## config.mk

```make
export PLATFORM = sky130hd
export DESIGN_NAME = light_humidity_fsm_controller_core
export DESIGN_NICKNAME = d
export VERILOG_FILES = /design/src/sv/lhfc_pkg.sv /design/src/sv/lhfc_div.sv /design/src/sv/lhfc_ctrl.sv /design/src/sv/lhfc_dp.sv /design/src/sv/light_humidity_fsm_controller_core.sv
export SDC_FILE = /design/constraint.sdc
export NUM_CORES = 1
export LEC_CHECK = 0
export BUFFER_PORTS_ARGS = -buffer_cell sky130_fd_sc_hd__buf_2
export CAP_MARGIN = 30
export CORE_AREA = 2 2 254 256
export CTS_CLUSTER_DIAMETER = 50
export CTS_CLUSTER_SIZE = 12
export DETAILED_ROUTE_END_ITERATION = 6
export DIE_AREA = 0 0 256 258
export PLACE_DENSITY = 0.42
export SLEW_MARGIN = 20
export SYNTH_ARGS = -nofsm -noshare
export SYNTH_HDL_FRONTEND = slang
export SYNTH_SLANG_ARGS = --single-unit
```

## constraint.sdc

```tcl
create_clock -name clk -period 10.1 [get_ports clk]
set_clock_uncertainty 0.15 [all_clocks]
set_input_delay 0.505 -clock clk [delete_from_list [all_inputs] [get_ports clk]]
set_output_delay 0.505 -clock clk [all_outputs]
set_load 0.01 [all_outputs]
```

## src/sv/lhfc_pkg.sv

```systemverilog
// ----------------------------------------------------------------------------
// lhfc_pkg: shared types and constants
// Controller/datapath command and status structs, state codes, register
// indexes and fixed arithmetic constants of the light/humidity controller.
// ----------------------------------------------------------------------------
package lhfc_pkg;

  // Control loop state, as reported on out_state_code
  typedef enum logic [2:0] {
    MD_INIT       = 3'd0,
    MD_CHECK      = 3'd1,
    MD_DAYLIGHT   = 3'd2,
    MD_DAYHUM     = 3'd3,
    MD_HUMON      = 3'd4,
    MD_NIGHTLIGHT = 3'd5,
    MD_NIGHTHUM   = 3'd6,
    MD_WAIT       = 3'd7
  } lhfc_mode_t;

  // Sequencer states
  typedef enum logic [1:0] {
    CT_IDLE   = 2'd0,
    CT_EVAL   = 2'd1,
    CT_DIV    = 2'd2,
    CT_COMMIT = 2'd3
  } lhfc_ctl_t;

  // Configuration register indexes
  localparam logic [2:0] CFG_DAY_THRESHOLD   = 3'd0;
  localparam logic [2:0] CFG_LIGHT_MIN       = 3'd1;
  localparam logic [2:0] CFG_LIGHT_MAX       = 3'd2;
  localparam logic [2:0] CFG_HUMIDITY_MIN    = 3'd3;
  localparam logic [2:0] CFG_HUMIDIFY_MS     = 3'd4;
  localparam logic [2:0] CFG_CHECK_INTERVAL  = 3'd5;
  localparam logic [2:0] CFG_NIGHT_LEVEL     = 3'd6;
  localparam logic [2:0] CFG_NIGHT_LEVEL_ALT = 3'd7;

  // Register reset values
  localparam logic [9:0]  RST_DAY_THRESHOLD   = 10'd400;
  localparam logic [9:0]  RST_LIGHT_MIN       = 10'd300;
  localparam logic [9:0]  RST_LIGHT_MAX       = 10'd700;
  localparam logic [9:0]  RST_HUMIDITY_MIN    = 10'd400;
  localparam logic [31:0] RST_HUMIDIFY_MS     = 32'd5000;
  localparam logic [31:0] RST_CHECK_INTERVAL  = 32'd10000;
  localparam logic [7:0]  RST_NIGHT_LEVEL     = 8'd120;
  localparam logic [7:0]  RST_NIGHT_LEVEL_ALT = 8'd200;

  // Linear map constants
  localparam logic [9:0]  SENSOR_FULL = 10'd1023;
  localparam logic [7:0]  LEVEL_FULL  = 8'd255;
  localparam logic [7:0]  BRIGHT_BASE = 8'd80;
  localparam logic [7:0]  MAP_SLOPE   = LEVEL_FULL - BRIGHT_BASE;  // 175

  // Divider geometry: 10-bit sample times 8-bit slope over a 10-bit span
  localparam int DIVIDEND_W = 18;
  localparam int DIVISOR_W  = 10;
  localparam int DIV_CNT_W  = 5;
  localparam logic [DIV_CNT_W-1:0] DIV_LAST = DIV_CNT_W'(DIVIDEND_W - 1);

  typedef struct packed {
    logic capture;    // latch the input transaction
    logic div_start;  // launch the map division
    logic commit;     // apply the step and load the result register
  } lhfc_cmd_t;

  typedef struct packed {
    logic need_div;   // daylight step with a nonzero map
    logic div_done;   // quotient ready
  } lhfc_sts_t;

endpackage

```

## src/sv/lhfc_div.sv

```systemverilog
// ----------------------------------------------------------------------------
// lhfc_div: restoring divider
// One quotient bit per cycle; the quotient is DIVIDEND_W bits wide.
// ----------------------------------------------------------------------------
module lhfc_div (
  input  logic                             clk,
  input  logic                             rst_n,
  input  logic                             start,
  input  logic [lhfc_pkg::DIVIDEND_W-1:0]  dividend,
  input  logic [lhfc_pkg::DIVISOR_W-1:0]   divisor,
  output logic [lhfc_pkg::DIVIDEND_W-1:0]  quotient,
  output logic                             done
);

  logic [lhfc_pkg::DIVISOR_W-1:0]   rem_r, rem_nxt;
  logic [lhfc_pkg::DIVIDEND_W-1:0]  quo_r, quo_nxt;
  logic [lhfc_pkg::DIVISOR_W-1:0]   den_r;
  logic [lhfc_pkg::DIV_CNT_W-1:0]   cnt_r;
  logic                             busy_r;
  logic                             done_r;
  logic [lhfc_pkg::DIVISOR_W:0]     trial;
  logic [lhfc_pkg::DIVISOR_W:0]     trial_sub;
  logic                             fits;

  always_comb begin
    trial     = {rem_r, quo_r[lhfc_pkg::DIVIDEND_W-1]};
    trial_sub = trial - {1'b0, den_r};
    fits      = (trial >= {1'b0, den_r});
    rem_nxt   = fits ? trial_sub[lhfc_pkg::DIVISOR_W-1:0]
                     : trial[lhfc_pkg::DIVISOR_W-1:0];
    quo_nxt   = {quo_r[lhfc_pkg::DIVIDEND_W-2:0], fits};
  end

  always_ff @(posedge clk) begin
    if (!rst_n) begin
      busy_r <= 1'b0;
      done_r <= 1'b0;
      cnt_r  <= '0;
    end else begin
      done_r <= 1'b0;
      if (start) begin
        busy_r <= 1'b1;
        cnt_r  <= '0;
      end else if (busy_r) begin
        cnt_r <= cnt_r + 1'b1;
        if (cnt_r == lhfc_pkg::DIV_LAST) begin
          busy_r <= 1'b0;
          done_r <= 1'b1;
        end
      end
    end
  end

  always_ff @(posedge clk) begin
    if (start) begin
      rem_r <= '0;
      quo_r <= dividend;
      den_r <= divisor;
    end else if (busy_r) begin
      rem_r <= rem_nxt;
      quo_r <= quo_nxt;
    end
  end

  assign quotient = quo_r;
  assign done     = done_r;

endmodule

```

## src/sv/lhfc_ctrl.sv

```systemverilog
// ----------------------------------------------------------------------------
// lhfc_ctrl: transaction sequencer
// Accepts one transaction, runs the divider when the step needs it, then
// commits into the output register once that register is free.
// ----------------------------------------------------------------------------
module lhfc_ctrl (
  input  logic                clk,
  input  logic                rst_n,
  input  logic                in_valid,
  output logic                in_stall,
  output logic                out_valid,
  input  logic                out_stall,
  input  lhfc_pkg::lhfc_sts_t sts,
  output lhfc_pkg::lhfc_cmd_t cmd
);

  lhfc_pkg::lhfc_ctl_t state_r, state_nxt;
  logic                out_valid_r, out_valid_nxt;
  logic                out_free;

  assign out_free = !out_valid_r || !out_stall;

  // next state
  always_comb begin
    state_nxt = state_r;
    case (state_r)
      lhfc_pkg::CT_IDLE: begin
        if (in_valid) state_nxt = lhfc_pkg::CT_EVAL;
      end
      lhfc_pkg::CT_EVAL: begin
        state_nxt = sts.need_div ? lhfc_pkg::CT_DIV : lhfc_pkg::CT_COMMIT;
      end
      lhfc_pkg::CT_DIV: begin
        if (sts.div_done) state_nxt = lhfc_pkg::CT_COMMIT;
      end
      lhfc_pkg::CT_COMMIT: begin
        if (out_free) state_nxt = lhfc_pkg::CT_IDLE;
      end
      default: state_nxt = lhfc_pkg::CT_IDLE;
    endcase
  end

  // outputs
  always_comb begin
    cmd       = '0;
    in_stall  = 1'b1;
    case (state_r)
      lhfc_pkg::CT_IDLE: begin
        in_stall    = 1'b0;
        cmd.capture = in_valid;
      end
      lhfc_pkg::CT_EVAL: begin
        cmd.div_start = sts.need_div;
      end
      lhfc_pkg::CT_DIV: begin
        cmd = '0;
      end
      lhfc_pkg::CT_COMMIT: begin
        cmd.commit = out_free;
      end
      default: cmd = '0;
    endcase
  end

  always_comb begin
    out_valid_nxt = out_valid_r;
    if (cmd.commit)           out_valid_nxt = 1'b1;
    else if (!out_stall)      out_valid_nxt = 1'b0;
  end

  always_ff @(posedge clk) begin
    if (!rst_n) begin
      state_r     <= lhfc_pkg::CT_IDLE;
      out_valid_r <= 1'b0;
    end else begin
      state_r     <= state_nxt;
      out_valid_r <= out_valid_nxt;
    end
  end

  assign out_valid = out_valid_r;

endmodule

```

## src/sv/lhfc_dp.sv

```systemverilog
// ----------------------------------------------------------------------------
// lhfc_dp: control loop datapath
// Configuration registers, captured samples, loop state, level registers,
// the map operand setup with its divider, and the result register.
// ----------------------------------------------------------------------------
module lhfc_dp (
  input  logic                clk,
  input  logic                rst_n,
  input  logic                cfg_we,
  input  logic [2:0]          cfg_index,
  input  logic [31:0]         cfg_wdata,
  input  logic [31:0]         in_now_ms,
  input  logic [9:0]          in_light_inside,
  input  logic [9:0]          in_light_outside,
  input  logic [9:0]          in_humidity_sample,
  input  logic                in_alt_button,
  input  lhfc_pkg::lhfc_cmd_t cmd,
  output lhfc_pkg::lhfc_sts_t sts,
  output logic [7:0]          out_window_pwm,
  output logic [7:0]          out_lamp_pwm,
  output logic [7:0]          out_humidifier_pwm,
  output logic [2:0]          out_state_code
);

  // configuration
  logic [9:0]  day_threshold_r, light_min_r, light_max_r, humidity_min_r;
  logic [31:0] humidify_ms_r, check_interval_r;
  logic [7:0]  night_level_r, night_level_alt_r;

  // captured transaction
  logic [31:0] now_r;
  logic [9:0]  inside_r, outside_r, humid_r;
  logic        alt_r;

  // loop state
  lhfc_pkg::lhfc_mode_t mode_r, mode_nxt;
  logic [31:0] entry_r, entry_nxt;
  logic [7:0]  window_r, window_nxt;
  logic [7:0]  lamp_r, lamp_nxt;
  logic [7:0]  humid_lvl_r, humid_lvl_nxt;

  // result register
  logic [7:0]  res_window_r, res_lamp_r, res_humid_r;
  logic [2:0]  res_state_r;

  // map operands
  logic                                  bright, dark;
  logic [9:0]                            map_diff;
  logic [lhfc_pkg::DIVIDEND_W-1:0]       map_num;
  logic [lhfc_pkg::DIVISOR_W-1:0]        map_den;
  logic [lhfc_pkg::DIVIDEND_W-1:0]       quotient;
  logic                                  div_done;
  logic [31:0]                           elapsed;
  logic [7:0]                            night_sel;

  always_ff @(posedge clk) begin
    if (!rst_n) begin
      day_threshold_r   <= lhfc_pkg::RST_DAY_THRESHOLD;
      light_min_r       <= lhfc_pkg::RST_LIGHT_MIN;
      light_max_r       <= lhfc_pkg::RST_LIGHT_MAX;
      humidity_min_r    <= lhfc_pkg::RST_HUMIDITY_MIN;
      humidify_ms_r     <= lhfc_pkg::RST_HUMIDIFY_MS;
      check_interval_r  <= lhfc_pkg::RST_CHECK_INTERVAL;
      night_level_r     <= lhfc_pkg::RST_NIGHT_LEVEL;
      night_level_alt_r <= lhfc_pkg::RST_NIGHT_LEVEL_ALT;
    end else if (cfg_we) begin
      case (cfg_index)
        lhfc_pkg::CFG_DAY_THRESHOLD:   day_threshold_r   <= cfg_wdata[9:0];
        lhfc_pkg::CFG_LIGHT_MIN:       light_min_r       <= cfg_wdata[9:0];
        lhfc_pkg::CFG_LIGHT_MAX:       light_max_r       <= cfg_wdata[9:0];
        lhfc_pkg::CFG_HUMIDITY_MIN:    humidity_min_r    <= cfg_wdata[9:0];
        lhfc_pkg::CFG_HUMIDIFY_MS:     humidify_ms_r     <= cfg_wdata;
        lhfc_pkg::CFG_CHECK_INTERVAL:  check_interval_r  <= cfg_wdata;
        lhfc_pkg::CFG_NIGHT_LEVEL:     night_level_r     <= cfg_wdata[7:0];
        lhfc_pkg::CFG_NIGHT_LEVEL_ALT: night_level_alt_r <= cfg_wdata[7:0];
        default: ;
      endcase
    end
  end

  always_ff @(posedge clk) begin
    if (cmd.capture) begin
      now_r     <= in_now_ms;
      inside_r  <= in_light_inside;
      outside_r <= in_light_outside;
      humid_r   <= in_humidity_sample;
      alt_r     <= in_alt_button;
    end
  end

  // Bright test wins when both hold (light_min above light_max)
  assign bright   = inside_r > light_max_r;
  assign dark     = inside_r < light_min_r;
  assign map_diff = bright ? (inside_r - light_max_r) : inside_r;
  assign map_num  = lhfc_pkg::DIVIDEND_W'(map_diff) *
                    lhfc_pkg::DIVIDEND_W'(lhfc_pkg::MAP_SLOPE);
  assign map_den  = bright ? (lhfc_pkg::SENSOR_FULL - light_max_r) : light_min_r;

  assign sts.need_div = (mode_r == lhfc_pkg::MD_DAYLIGHT) && (bright || dark);
  assign sts.div_done = div_done;

  lhfc_div u_div (
    .clk      (clk),
    .rst_n    (rst_n),
    .start    (cmd.div_start),
    .dividend (map_num),
    .divisor  (map_den),
    .quotient (quotient),
    .done     (div_done)
  );

  assign elapsed   = now_r - entry_r;  // wraps mod 2^32
  assign night_sel = alt_r ? night_level_alt_r : night_level_r;

  always_comb begin
    mode_nxt      = mode_r;
    entry_nxt     = entry_r;
    window_nxt    = window_r;
    lamp_nxt      = lamp_r;
    humid_lvl_nxt = humid_lvl_r;
    case (mode_r)
      lhfc_pkg::MD_INIT: begin
        mode_nxt  = lhfc_pkg::MD_CHECK;
        entry_nxt = now_r;
      end
      lhfc_pkg::MD_CHECK: begin
        mode_nxt  = (outside_r > day_threshold_r) ? lhfc_pkg::MD_DAYLIGHT
                                                  : lhfc_pkg::MD_NIGHTLIGHT;
        entry_nxt = now_r;
      end
      lhfc_pkg::MD_DAYLIGHT: begin
        // quotient stays within the slope, so the low byte is exact
        if (bright) begin
          window_nxt = lhfc_pkg::BRIGHT_BASE + quotient[7:0];
          lamp_nxt   = '0;
        end else if (dark) begin
          lamp_nxt   = lhfc_pkg::LEVEL_FULL - quotient[7:0];
          window_nxt = '0;
        end else begin
          window_nxt = '0;
          lamp_nxt   = '0;
        end
        mode_nxt  = lhfc_pkg::MD_DAYHUM;
        entry_nxt = now_r;
      end
      lhfc_pkg::MD_DAYHUM: begin
        if (humid_r < humidity_min_r) begin
          humid_lvl_nxt = lhfc_pkg::LEVEL_FULL;
          mode_nxt      = lhfc_pkg::MD_HUMON;
        end else begin
          mode_nxt      = lhfc_pkg::MD_WAIT;
        end
        entry_nxt = now_r;
      end
      lhfc_pkg::MD_HUMON: begin
        if (elapsed >= humidify_ms_r) begin
          humid_lvl_nxt = '0;
          mode_nxt      = lhfc_pkg::MD_WAIT;
          entry_nxt     = now_r;
        end
      end
      lhfc_pkg::MD_NIGHTLIGHT: begin
        window_nxt = '0;
        lamp_nxt   = night_sel;
        mode_nxt   = lhfc_pkg::MD_NIGHTHUM;
        entry_nxt  = now_r;
      end
      lhfc_pkg::MD_NIGHTHUM: begin
        humid_lvl_nxt = night_sel;
        mode_nxt      = lhfc_pkg::MD_WAIT;
        entry_nxt     = now_r;
      end
      lhfc_pkg::MD_WAIT: begin
        if (elapsed >= check_interval_r) begin
          mode_nxt  = lhfc_pkg::MD_CHECK;
          entry_nxt = now_r;
        end
      end
      default: mode_nxt = lhfc_pkg::MD_INIT;
    endcase
  end

  always_ff @(posedge clk) begin
    if (!rst_n) begin
      mode_r      <= lhfc_pkg::MD_INIT;
      entry_r     <= '0;
      window_r    <= '0;
      lamp_r      <= '0;
      humid_lvl_r <= '0;
    end else if (cmd.commit) begin
      mode_r      <= mode_nxt;
      entry_r     <= entry_nxt;
      window_r    <= window_nxt;
      lamp_r      <= lamp_nxt;
      humid_lvl_r <= humid_lvl_nxt;
    end
  end

  always_ff @(posedge clk) begin
    if (cmd.commit) begin
      res_window_r <= window_nxt;
      res_lamp_r   <= lamp_nxt;
      res_humid_r  <= humid_lvl_nxt;
      res_state_r  <= mode_nxt;
    end
  end

  assign out_window_pwm     = res_window_r;
  assign out_lamp_pwm       = res_lamp_r;
  assign out_humidifier_pwm = res_humid_r;
  assign out_state_code     = res_state_r;

endmodule

```

## src/sv/light_humidity_fsm_controller_core.sv

```systemverilog
// ----------------------------------------------------------------------------
// light_humidity_fsm_controller_core: room light and humidity controller
// One input transaction is one pass of an eight-state control loop; each
// pass returns one transaction with the window, lamp and humidifier PWM
// levels and the loop state after the pass.
// ----------------------------------------------------------------------------
// Usage:
//   Input channel (in_valid/in_stall) carries the ms timestamp, three 10-bit
//   sensor samples and the alternate-night button. Result channel
//   (out_valid/out_stall) returns one transaction per input transaction.
//   Config port (cfg_we/cfg_index/cfg_wdata) writes one of the eight
//   registers per write; write only while the block is idle.
// Sequence:
//   Each pass is accepted in idle, evaluated, then committed into the
//   result register. A daylight pass that maps inside light also runs
//   the restoring divider, one quotient bit per cycle, after evaluation.
//   The next transaction is taken only after the result is loaded, so a
//   new pass is never accepted before the last one has committed.
// Reset (rst_n low, synchronous): loop goes to init, timer and levels
//   clear, config registers return to their defaults, no result pending.
// Stall: the output register holds a finished result while out_stall is
//   high; one more transaction can be accepted and computed behind it and
//   waits to commit until the output register frees up.
// ----------------------------------------------------------------------------
module light_humidity_fsm_controller_core (
  input  logic        clk,
  input  logic        rst_n,
  // configuration
  input  logic        cfg_we,
  input  logic [2:0]  cfg_index,
  input  logic [31:0] cfg_wdata,
  // input transactions
  input  logic        in_valid,
  output logic        in_stall,
  input  logic [31:0] in_now_ms,
  input  logic [9:0]  in_light_inside,
  input  logic [9:0]  in_light_outside,
  input  logic [9:0]  in_humidity_sample,
  input  logic        in_alt_button,
  // result transactions
  output logic        out_valid,
  input  logic        out_stall,
  output logic [7:0]  out_window_pwm,
  output logic [7:0]  out_lamp_pwm,
  output logic [7:0]  out_humidifier_pwm,
  output logic [2:0]  out_state_code
);

  // sequencer -> datapath commands, datapath -> sequencer status
  lhfc_pkg::lhfc_cmd_t cmd;
  lhfc_pkg::lhfc_sts_t sts;

  lhfc_ctrl u_ctrl (
    .clk       (clk),
    .rst_n     (rst_n),
    .in_valid  (in_valid),
    .in_stall  (in_stall),
    .out_valid (out_valid),
    .out_stall (out_stall),
    .sts       (sts),
    .cmd       (cmd)
  );

  // The datapath owns all loop state; besides cfg_we writes it only moves on cmd.capture
  // (sample latch), cmd.div_start (map division, which then runs to its end) and cmd.commit.
  lhfc_dp u_dp (
    .clk                (clk),
    .rst_n              (rst_n),
    .cfg_we             (cfg_we),
    .cfg_index          (cfg_index),
    .cfg_wdata          (cfg_wdata),
    .in_now_ms          (in_now_ms),
    .in_light_inside    (in_light_inside),
    .in_light_outside   (in_light_outside),
    .in_humidity_sample (in_humidity_sample),
    .in_alt_button      (in_alt_button),
    .cmd                (cmd),
    .sts                (sts),
    .out_window_pwm     (out_window_pwm),
    .out_lamp_pwm       (out_lamp_pwm),
    .out_humidifier_pwm (out_humidifier_pwm),
    .out_state_code     (out_state_code)
  );

endmodule

```

==> results of run 1 <==
final timing paths:
| path | start | end | slack (ns) |
|---|---|---|---|
| max | u_dp.inside_r[0] | u_dp.u_div.quotient[17] | 2.83 |
| min | cfg_wdata[29] | u_dp.check_interval_r[29] | 0.04 |
| max reg2reg | u_dp.inside_r[0] | u_dp.u_div.quotient[17] | 2.83 |
| min reg2reg | u_dp.entry_r[5] | u_dp.entry_r[5] | 0.31 |
routing by layer:
metal	share of wire, %	vias up	track usage (%)
li1	-	7402	-
met1	47	6776	19.4
met2	48	178	25.6
met3	3.2	58	2.32
met4	1.9	4	4.37
met5	0.055	-	0
final cells by class:
cell class / count / share of cell area (%)
Clock inverter: 38 / 1.98
Sequential cell: 317 / 33.0
Tap cell: 855 / 4.70
Timing Repair Buffer: 214 / 6.55
Inverter: 230 / 3.79
Clock buffer: 54 / 5.60
Multi-Input combinational cell: 1412 / 44.3
timing repair:
item                                    CTS  global route
hold endpoints to repair                 69             0
endpoints found under the setup margin    0             0
hold buffers                             67             0
power by group:
group / internal [mW] / total (mW) / switching, mW
Combinational: 1.97 / 4.63 / 2.66
Sequential: 1.50 / 1.59 / 0.0907
Clock: 1.09 / 1.78 / 0.690
critical path, delay by kind of cell, from the launching register on:
kind / cells / cell delay, ns
fa+ha+maj: 7 / 2.56
compound gates: 9 / 1.60
simple gates: 4 / 1.42
buf+inv: 6 / 0.79
flops: 1 / 0.32
xor+xnor: 1 / 0.13
cell usage in the layout (no fill, tap or decap), drive strengths merged, types with 12 or more instances in the layout:
| cell type | instances |
|---|---|
| nor2 | 89 |
| clkinv | 15 |
| xor2 | 20 |
| dlygate4sd3 | 67 |
| fa | 30 |
| mux2 | 16 |
| o211ai | 36 |
| a21o | 43 |
| a21oi | 95 |
| buf | 147 |
| inv | 242 |
| dfxtp | 199 |
| and3 | 12 |
| xnor2 | 41 |
| a211oi | 14 |
| edfxtp | 118 |
| a21boi | 94 |
| o21ba | 17 |
| nand2b | 14 |
| nand2 | 360 |
| ha | 201 |
| nor3 | 18 |
| clkbuf | 54 |
| mux2i | 47 |
| o21ai | 77 |
| nand4 | 21 |
| nor2b | 24 |
| nand3 | 30 |
sequential cells by signal (all words and copies together), names as in the netlist, 18 cells and up:
register               count
u_dp.u_div.quotient       18
u_dp.humidify_ms_r        32
u_dp.now_r                32
u_dp.entry_r              32
u_dp.check_interval_r     32
synthesized netlist by cell type (12+ instances only):
cell	count
a211oi_1	12
a21boi_0	93
a21o_1	43
a21oi_1	93
and3_1	12
clkbuf_1	52
dfxtp_1	199
edfxtp_1	118
fa_1	30
ha_1	201
inv_1	229
mux2_2	13
mux2i_1	47
nand2_1	359
nand2b_1	14
nand3_1	30
nand4_1	21
nor2_1	89
nor2b_1	24
nor3_1	17
o211ai_1	35
o21ai_0	71
o21ba_2	12
xnor2_1	41
xor2_1	20
per-stage QoR:
stage | instance area [µm²] | power [mW] | util, %
after global routing | 22800 | 8.93 | 35.8
after detailed placement | 20400 | 6.25 | 32.0
after floorplan | 18800 | 5.24 | -
after CTS | 22800 | 8.14 | 35.8
final | 22800 | 8.00 | 35.8
after global placement | 20300 | 6.22 | 31.9
logic make-up after synthesis:
family          count (synthesis)
simple gates                  593
compound gates                464
flops                         317
fa+ha+maj                     231
mux                            63
buf+inv                       303
xor+xnor                       61
==> flow_summary_export.csv, run 1 <==
group,metric,value,unit
sta,rsz0062_at_grt,"no",
placement,post-place-ws,2.74,ns
die,fp.dieW,256,µm
routing,drt-pass1-iter-count,5,
global_route,grt_pass1_vias,14500,
clocking,cts_tree,"done",
critical_path,cp-end-kind,"flop",
sta,fin_ws,2.83,ns
synth,synth_top_area_share,21.2,%
critical_path,cp_max_fo,21,
synth,synth_mux_area_share,3.52,%
synth,syn_avg_cell_area,9.26,µm²
synth,synth_compound_area_share,17.1,%
sta,setup_viol,0,
layout,fin_cells,3120,
synth,synth.largest_area_cell,"dfxtp_1",
clocking,clock_latency,0.60,ns
synth,synthCells,2032,
global_route,grt_max_degree,114,
synth,netlist_top_cells_area,"dfxtp_1 21%, edfxtp_1 19%, ha_1 13%",
synth,async_reset_ff_share,0,%
synth,synth-xor-area-share,2.84,%
die,row_count,93,
power,power_density,351,nW/µm²
routing,drtIter0Drc,513,
synth,synth_edf_count,118,
sta,slew_headroom,38.1,%
critical_path,rr_worst_depth,27,
sta,fin_setup_tns,0,ns
synth,yosys_warnings,0,
critical_path,crit_slowest_cell,"nor3_4",
sta,fmax,0.138,GHz
synth,ys.flop_type,"dfxtp_1",
placement,port_buffers,131,
placement,hpwl,36600,µm
sta,finalCritPeriodShare,72.0,%
global_route,grt_pass1_wl,79200,µm
layout,area_growth,21.1,%
clocking,numCtsBuffers,49,
power,irDropWorstVdd,0.331,mV
sta,drv_slew,0,
global_route,gr-total-overflow,0,
critical_path,cp.required,10.27,ns
clocking,ctsResizeCount,0,
critical_path,crit_path_max_incr_delay,0.66,ns
die,dieArea,66000,µm²
synth,synth-simple-area-share,13.6,%
synth,synthAdderAreaFrac,16.6,%
clocking,cts.htree.levels,2,
min_path,holdPathStages,3,
routing,via_per_inst,4.62,
critical_path,cpMostUsedCell,"inv_1",
power,cellLeakagePower,9.21,nW
synth,synth_top_family_by_area,"compound AO/OA/AOI/OAI gates",
sta,period_needed,7.27,ns
critical_path,crit_path_start_kind,"flop",
placement,gp_congestion,0.785,
run_status,status,"completed",
critical_path,crit_arrival,7.44,ns
layout,final.fill_count,6582,
synth,synth-seq-area-share,40.0,%
min_path,hold_class,"input pin to flop",
clocking,clock_path_buffers,3,
layout,n_antenna_cell,0,
synth,netlist_area,18800,µm²
synth,synth.distinct_cells,77,
flow_run,cap_violations,0,
die,io_pins,132,
synth,syn-num-nets,2366,
global_route,track_usage,14.9,%
layout,drive_above_1_share,12.5,%
routing,drtAntennaViolNets,0,
sta,fin_hold_ws,0.0390,ns
clocking,cts.sinks,317,
clocking,clockRootBuffer,"clkbuf_16",
layout,multi_input_area,10100,µm²
routing,vias,14400,
routing,wirelength,49100,µm
layout,regArea,7530,µm²
sta,tightest_slew,0.925,ns
sta,hold_viol_final,0,
clocking,cts_setup_buffers,0,
critical_path,crit_type,"flop to flop",
die,coreArea,63600,µm²
global_route,antenna_found_initial,2,
layout,final_nets,2558,
routing,drc,0,
clocking,path_clk_slew,0.06,ns
synth,synth_seq_cells,317,
placement,place_inst,2960,
die,initial_utilization,29.6,%
routing,routedWlPerCell,15.7,µm
die,die_y,258,µm
Note: power is estimated with default switching activity, not from simulation.
==> run 2: changes to the inputs <==
Clock period 10.1 ns to 7 ns, I/O delays scaled along.
==> run 2 against run 1 <==
Compared with the run above: cell area is 1.9% higher; utilization is 0.67 points higher; worst setup slack worse by 2.5 ns; power is 47% higher; final cell count is 1.3% higher; maximum frequency is 9.0% higher; critical path depth stayed put; largest cell class unchanged.
==> flow_summary_export.csv, run 2 (synthesis results as in run 1) <==
group,metric,value,unit
power,p_switching,5.04,mW
layout,final_common_cell,"nand2_1",
routing,wirelength,49300,µm
layout,multi_input_area,10200,µm²
placement,hpwl,36200,µm
clocking,clockRootBuffer,"clkbuf_16",
power,seq_power_share,19.5,%
layout,final.fill_count,6519,
critical_path,crit_arrival,6.83,ns
die,dieArea,66000,µm²
routing,routedWlPerCell,15.6,µm
power,cellLeakagePower,9.41,nW
layout,final_nets,2597,
power,power_density,507,nW/µm²
sta,fmax,0.150,GHz
power,combPwrFrac,58.8,%
layout,final_cell_area,23200,µm²
placement,gp_congestion,0.811,
die,coreArea,63600,µm²
flow_run,cap_violations,0,
routing,vias,14600,
die,io_pins,132,
clocking,cts.htree.levels,2,
critical_path,cp.required,7.16,ns
routing,via_per_inst,4.61,
placement,port_buffers,131,
die,row_count,93,
global_route,grt_max_degree,134,
clocking,path_clk_slew,0.06,ns
layout,regArea,7530,µm²
layout,area_growth,23.4,%
sta,period_needed,6.67,ns
routing,drt-pass1-iter-count,5,
run_status,status,"completed",
clocking,numCtsBuffers,49,
layout,final_cell_mix,"359 x nand2_1, 228 x inv_1, 201 x ha_1, 199 x dfxtp_1, 130 x buf_2",
die,fp.dieW,256,µm
layout,fin_util,36.5,%
placement,place_area,20400,µm²
critical_path,crit_path_start_kind,"flop",
die,initial_utilization,29.6,%
clocking,cts.sinks,317,
layout,fin_cells,3160,
clocking,clock_latency,0.59,ns
global_route,grt_pass1_wl,79000,µm
routing,drtAntennaViolNets,0,
sta,slew_headroom,40.7,%
critical_path,cp_max_fo,9,
power,swShare,42.8,%
global_route,track_usage,14.9,%
global_route,gr-total-overflow,0,
sta,setup_viol,0,
power,internal_power,6.73,mW
sta,finalCritPeriodShare,95.2,%
sta,drv_slew,0,
placement,place_inst,2965,
power,clockPowerShare,21.7,%
layout,drive_above_1_share,13.2,%
power,irDropWorstVdd,0.649,mV
global_route,grt_pass1_vias,14600,
clocking,cts_tree,"done",
routing,drc,0,
global_route,antenna_found_initial,1,
sta,hold_viol_final,0,
die,die_y,258,µm
routing,drtIter0Drc,538,
min_path,hold_class,"input pin to flop",
sta,tightest_slew,0.886,ns
critical_path,cp-end-kind,"flop",
clocking,clock_path_buffers,3,
critical_path,crit_type,"flop to flop",
-- run 2: cell types whose count changed in the layout (fill, tap and decap cells not counted), moves of 3 or more --
cell / delta
buf_4: +9
bufinv_16: -3
clkbuf_16: +4
clkbuf_8: +3
clkinv_2: +3
dlygate4sd3_1: +30
-- run 2: metrics by stage --
step	setup slack [ns]	TNS (ns)	hold WS, ns	power, mW
after floorplan	0.366	0	0.282	7.57
after global placement	0.207	0	0.292	9.06
after detailed placement	0.0760	0	0.297	9.12
after CTS	0.104	0	0.153	11.8
after global routing	-0.0536	-0.0547	0.205	13.1
final	0.333	0	0.155	11.8
-- run 2: worst max-delay path: stages (launching register included) --
cell and delay [ns]:
edfxtp_1 0.37, inv_1 0.12, ha_1 0.18, inv_1 0.05, fa_1 0.39, a21o_1 0.22, a21oi_4 0.17, o21ai_2 0.11
a2111oi_4 0.38, nor3_4 0.14, mux2_2 0.36, ha_1 0.30, inv_1 0.05, fa_1 0.53, inv_1 0.05, fa_1 0.52
inv_1 0.05, fa_1 0.52, inv_1 0.04, ha_1 0.35, nor3_1 0.19, nor2_1 0.09, nand2_1 0.07, o21ai_0 0.14
or4_1 0.43, a31oi_1 0.17, xor2_1 0.15, o21ai_0 0.08
-- run 2: what timing repair did --
| action | 4_1_cts | 5_1_grt |
|---|---|---|
| resized for setup | 0 | 14 |
| hold buffers | 96 | 1 |
| buffers inserted | 0 | 2 |
| hold endpoints to repair | 160 | 7 |
| endpoints found under the setup margin | 0 | 4 |
-- run 2: per-layer routing --
metal  vias up  global-route usage, %  wire [µm]
met4         0                   4.14       1000
met2       181                   25.8      23300
met5         -                      0          0
met3        59                   2.01       1600
li1       7482                      -          -
met1      6849                   19.5      23400
-- run 2: area by class of cell --
type	instances	area share (%)
inverter	230	3.72
antenna	1	0.0108
sequential	317	32.4
clock inverter	32	1.37
multi-input combinational	1412	43.8
clock buffer	60	6.09
tap	855	4.61
timing repair buffer	253	7.98
-- run 2: final timing paths --
| path | startpoint | endpoint | slack [ns] | cells past startpoint |
|---|---|---|---|---|
| hold reg to reg | u_dp.entry_r[6] | u_dp.entry_r[6] | 0.31 | 2 |
| hold / removal | cfg_index[0] | u_dp.light_min_r[9] | 0.16 | 5 |
| setup / recovery | u_dp.inside_r[0] | u_dp.u_div.quotient[16] | 0.33 | 27 |
| setup reg to reg | u_dp.inside_r[0] | u_dp.u_div.quotient[16] | 0.33 | 27 |
-- run 2: power groups by stage --
| stage | Combinational [mW] | Sequential (mW) | Clock, mW |
|---|---|---|---|
| final | 6.92 | 2.30 | 2.55 |
| after global routing | 8.02 | 2.32 | 2.71 |
| after CTS | 6.86 | 2.30 | 2.64 |
| after detailed placement | 6.78 | 2.34 | 0 |
| after global placement | 6.73 | 2.34 | 0 |
| after floorplan | 5.27 | 2.29 | 0 |
